### src/rtl/svpwm_pkg.sv
// Shared widths, constants and the sector decode for the SVPWM duty block.
// No dependencies.
package svpwm_pkg;

  localparam int VOLTAGE_WIDTH = 16;
  localparam int DUTY_WIDTH    = 16;
  localparam int BUS_WIDTH     = VOLTAGE_WIDTH - 1;
  localparam int SQRT3_FRAC    = 29;
  localparam int SQRT3_W       = 30;
  localparam logic [SQRT3_W-1:0] SQRT3_Q29 = 30'd929887697;
  // quotient width of the X/Y/Z dividers
  localparam int QUO_WIDTH     = VOLTAGE_WIDTH + DUTY_WIDTH + 1;
  localparam int ONE           = 1 << DUTY_WIDTH;
  localparam int ZERO_VEC_DUTY = 3 << (DUTY_WIDTH - 2);

  typedef logic [2:0] sector_t;

  localparam sector_t SEC_ZERO = 3'd0;
  localparam sector_t SEC_1    = 3'd1;
  localparam sector_t SEC_2    = 3'd2;
  localparam sector_t SEC_3    = 3'd3;
  localparam sector_t SEC_4    = 3'd4;
  localparam sector_t SEC_5    = 3'd5;
  localparam sector_t SEC_6    = 3'd6;

  // code = {sqrt3*(-a) > b, sqrt3*a > b, b > 0}
  function automatic sector_t sector_of_code(logic [2:0] code);
    sector_t s;
    unique case (code)
      3'b001:  s = SEC_2;
      3'b010:  s = SEC_6;
      3'b011:  s = SEC_1;
      3'b100:  s = SEC_4;
      3'b101:  s = SEC_3;
      3'b110:  s = SEC_5;
      default: s = SEC_ZERO;
    endcase
    return s;
  endfunction

endpackage

### src/rtl/svpwm_div.sv
// Pipelined restoring divider, one quotient bit per stage.
// Depends on svpwm_pkg.
module svpwm_div (
  input  logic                             clk_i,
  input  logic                             en_i,
  input  logic [svpwm_pkg::QUO_WIDTH-1:0]  num_i,
  input  logic [svpwm_pkg::BUS_WIDTH-1:0]  den_i,
  output logic [svpwm_pkg::QUO_WIDTH-1:0]  quo_o
);
  import svpwm_pkg::*;

  localparam int WW = BUS_WIDTH + 1 + QUO_WIDTH;

  logic [WW-1:0]        w_q [QUO_WIDTH];
  logic [BUS_WIDTH-1:0] d_q [QUO_WIDTH-1];

  genvar i;
  generate
    for (i = 0; i < QUO_WIDTH; i++) begin : g_stage
      logic [WW-1:0]        w_in;
      logic [WW-1:0]        w_sh;
      logic [BUS_WIDTH-1:0] d_in;
      logic [BUS_WIDTH:0]   rem;

      if (i == 0) begin : g_first
        assign w_in = {(BUS_WIDTH + 1)'(0), num_i};
        assign d_in = den_i;
      end else begin : g_next
        assign w_in = w_q[i-1];
        assign d_in = d_q[i-1];
      end

      assign w_sh = w_in << 1;
      assign rem  = w_sh[WW-1:QUO_WIDTH];

      always_ff @(posedge clk_i) begin
        if (en_i) begin
          if (rem >= {1'b0, d_in}) begin
            w_q[i] <= {rem - {1'b0, d_in}, w_sh[QUO_WIDTH-1:1], 1'b1};
          end else begin
            w_q[i] <= w_sh;
          end
        end
      end

      if (i < QUO_WIDTH - 1) begin : g_den
        always_ff @(posedge clk_i) begin
          if (en_i) begin
            d_q[i] <= d_in;
          end
        end
      end
    end
  endgenerate

  assign quo_o = w_q[QUO_WIDTH-1][QUO_WIDTH-1:0];

endmodule

### config.mk
export PLATFORM = sky130hd
export DESIGN_NAME = svpwm_div
export DESIGN_NICKNAME = d
export VERILOG_FILES = /design/src/rtl/svpwm_pkg.sv /design/src/rtl/svpwm_div.sv
export SDC_FILE = /design/constraint.sdc
export NUM_CORES = 2
export LEC_CHECK = 0
export BUFFER_PORTS_ARGS = -buffer_cell sky130_fd_sc_hd__buf_2
export CAP_MARGIN = 10
export CORE_MARGIN = 2
export CORE_UTILIZATION = 35
export CTS_CLUSTER_SIZE = 16
export DETAILED_ROUTE_END_ITERATION = 8
export PLACE_DENSITY = 0.54
export SYNTH_ARGS = -nofsm -noshare
export SYNTH_HDL_FRONTEND = slang
export SYNTH_SLANG_ARGS = --single-unit
### constraint.sdc
create_clock -name clk_i -period 4.15 [get_ports clk_i]
set_input_delay 0.2075 -clock clk_i [delete_from_list [all_inputs] [get_ports clk_i]]
set_output_delay 0.2075 -clock clk_i [all_outputs]
set_load 0.1 [all_outputs]
**Word-level counts from Yosys, hierarchy flattened**

Memory sizes are Yosys's and may differ from the RTL's.
Cells that the tools add are included.

- $add $sub $neg: 33
- $lt $le $gt $ge: 33
- Muxes and demuxes: 233
- Bitwise operators: 33

Operators by type and width:

| kind | number |
|---|---|
| 49-bit two-way mux | 33 |
| 16-bit by 15-bit >= comparator with 1-bit output | 32 |
| 16-bit by 15-bit subtractor with 16-bit output | 32 |
| 1-bit two-way mux | 200 |
| 1-bit OR | 33 |
| 1-bit by 15-bit subtractor with 16-bit output | 1 |
| 1-bit by 15-bit >= comparator with 1-bit output | 1 |

- Bits in registers: 0
- RAM bits: 2097
- Bits of input ports: 50
- Word-level logic and storage cells: 334
- Memories: 2

Memory list:

| memory | words | width | read ports | clocked after memory_dff | wr ports | line | source |
|---|---|---|---|---|---|---|---|
| w_q | 33 | 49 | 33 | 0 | 33 | svpwm_div.sv:14 | `logic [WW-1:0] w_q [QUO_WIDTH];` |
| d_q | 32 | 15 | 32 | 0 | 32 | svpwm_div.sv:15 | `logic [BUS_WIDTH-1:0] d_q [QUO_WIDTH-1];` |

**Depth between registers and ports, before layout**

An unclocked memory read counts as a cell.

- Depth in word-level cells: 6
- Gate-level depth with buffers: 12
- Gate-level depth less buffers: 11

**Least setup slack after synthesis**

No wires, ideal clock.

- Path kind: register to register
- From: mem d_q[1][195] (netlist bit)
- To: mem w_q[30][40] (netlist bit), data pin
- Arrival time: 2.620 ns
- Path slack: 1.270 ns
- Cell stages (with the launch flop): 10
- Clock period less this slack: 2.880 ns
- Path through: edfxtp_1 -> ha_1 -> fa_1 -> nand2b_1 -> a21oi_1 -> o211ai_1 -> a2111oi_0 -> a211o_1 -> buf_2 -> mux2_2

RTL lines:

| element | line |
|---|---|
| start: declaration | svpwm_div.sv:15 |
| end: declaration | svpwm_div.sv:14 |

==> results.py <==
metrics = {
    "global_routing": {
        "grt_max_degree": 195,
        "antenna_found_initial": 9,
        "grt_overflow_total": 0,
        "grt_pass1_vias": 50090,
        "grt.total_usage_pct": 13.14,
        "grt_pass1_wl_um": 280100,
    },
    "clocking": {
        "ctsResizeCount": 0,
        "cts_sinks": 2049,
        "clock_latency_ns": 0.86,
        "htreeDepth": 4,
        "cts_setup_buffers": 0,
        "tritoncts": "built",
        "numCtsBuffers": 209,
        "clk_pin_slew_ns": 0.06,
        "root_buffer": "clkbuf_16",
        "clockBufferDepth": 3,
        "ctsHoldBuffers": 72,
    },
    "layout": {
        "fin_nets": 7297,
        "fin_area_um2": 104700,
        "area_growth_pct": 13.66,
        "utilization_pct": 39.95,
        "drive_above_1_share_pct": 11.98,
        "fin_cells": 10440,
        "n_fill_cell": 24350,
        "final_common_cell": "edfxtp_1",
        "layout_common_cells": "edfxtp_1, inv_1, ha_1, nor2_1, a21oi_1",
    },
    "sta": {
        "maxSlewHeadroom_pct": 31.77,
        "fmaxAchievable_mhz": 290.8,
        "hold_viol": 0,
        "holdWs_ns": 0.06279,
        "setup_viol": 0,
        "rsz0062_at_grt": "false",
        "fin_setup_tns_ns": 0,
        "timing.final.max_slew_violations": 0,
        "setup_ws_ns": 0.7107,
        "skew_ns": 0.03480,
        "fin_crit_ns": 3.439,
        "worstMarginPinSlew_ns": 1.023,
        "finalCritPeriodShare_pct": 82.87,
    },
    "logic_synthesis": {
        "ys_warn_count": 0,
        "ys_ff_latch": 2049,
        "postSynthAreaPerCell_um2": 14.32,
        "async_flop_share_pct": 0,
        "synth_cells": 6432,
        "synth_ff_type": "edfxtp_1",
        "synth_nets": 6995,
        "seq_area_frac_synth_pct": 66.79,
        "syn_area_um2": 92100,
        "synth-edff-count": 2048,
        "ys_types": 100,
    },
    "placement": {
        "place_ws_ns": 0.7739,
        "place_congestion": 0.8514,
        "hpwl_um": 123800,
        "place_inst": 9965,
        "postPlaceCellArea_um2": 96860,
        "port_buffers": 82,
    },
    "run_status": {
        "outcome": "finished clean",
    },
    "detailed_routing": {
        "drt-initial-drc-count": 3556,
        "avgViaCountPerCell": 4.834,
        "wl_met1_um": 82170,
        "vias": 50440,
        "drt_pass1_iterations": 6,
        "wl_met2_um": 84920,
        "routed_wl_um": 177800,
        "route.detailed.drc": 0,
        "route.met3.wl_um": 6571,
        "highest_layer": "met4",
        "postRouteAntennaNets": 0,
        "wire_per_inst_um": 17.04,
    },
    "pwr": {
        "total_power_mw": 71.63,
        "leakage_nw": 39.34,
        "peakVddDrop_mv": 0.4765,
        "p_per_area_nw_per_um2": 684.3,
    },
    "worst_setup_path": {
        "r2r_setup_slack_ns": 0.71,
        "critPathKind": "flip-flop to flip-flop",
        "cp-end-kind": "flip-flop",
        "critPathArrivalTime_ns": 4.03,
        "crit_fanout": 21,
        "crit_required_ns": 4.74,
        "crit_path_start_kind": "flip-flop",
    },
    "die": {
        "die_area_um2": 267300,
        "pin_count": 83,
        "num_rows": 188,
        "initial_core_util_pct": 35.15,
        "die_w_um": 517.0,
        "core-area_um2": 262000,
        "die_h_um": 517.0,
    },
    "worst_hold_path": {
        "min_path_type": "input pin to flip-flop",
    },
    "job": {
        "maxCapViolCount": 0,
    },
}
[final timing paths]
kind,endpoint,depth (start not counted),start
max,w_q[6][35],11,w_q[5][32]
min reg2reg,w_q[22][26],0,w_q[21][25]
min,w_q[3][18],2,en_i
max reg2reg,w_q[6][35],11,w_q[5][32]
[metal layers]
layer  up-vias  global-route usage (%)
met1     24470                   17.59
li1      24830                       -
met3       274                   2.181
met5         -                       0
met2       863                   21.96
met4         0                   3.628
[final cells by class]
class	count	area [um2]	share of cell area, %
flip-flops and latches	2049	61520	58.76
repair buffers	207	1664	1.590
inverters	637	2394	2.286
clock buffers	233	5363	5.122
well taps	3515	4398	4.201
clock inverters	163	1725	1.648
multi-input cells	3630	27630	26.39
diodes	1	2.502	0.002390
[synthesized netlist by cell type, types with 89 or more instances]
master / instances / area [um2]
edfxtp_1: 2048 / 61500
inv_1: 629 / 2361
ha_1: 482 / 6031
nor2_1: 356 / 1336
a21oi_1: 309 / 1546
o21ai_0: 295 / 1476
mux2_2: 269 / 3029
nand2_1: 223 / 837.1
xnor2_1: 171 / 1498
o21a_1: 130 / 975.9
xor2_1: 103 / 902.1
nor3_1: 102 / 510.5
a21o_1: 89 / 668.1
[sequential cells by signal, indices dropped and copies added, names as in the netlist]
register and cells:
d_q 480, w_q 1569
[worst max-delay path, stage by stage, from the launching register on]
cell and delay [ns]:
edfxtp_1 0.39, inv_1 0.07, ha_1 0.20, fa_1 0.24, nor2b_1 0.08, o31a_1 0.30, o41a_1 0.41, nor4_1 0.54
o221ai_2 0.49, buf_4 0.33, nor2_1 0.09, a21oi_1 0.05
[cells by family (layout without fill, tap and decap cells)]
group | after synthesis | count (layout) | share of synthesized area [%]
buf+inv | 753 | 1240 | 3.222
compound gates | 1298 | 1298 | 9.273
mux | 363 | 363 | 4.435
fa+ha+maj | 513 | 513 | 7.222
flops | 2049 | 2049 | 66.79
other cells | 0 | 1 | 0
xor+xnor | 274 | 274 | 2.606
simple gates | 1182 | 1182 | 6.450
[power breakdown]
part           leakage [nW]  internal, mW  total, mW  switching, mW
combinational          15.9          10.5       22.8           12.3
sequential             20.0          27.6       29.6           1.96
clock                  3.43          11.2       19.3           8.09
Note: power is estimated with default switching activity, not from simulation.
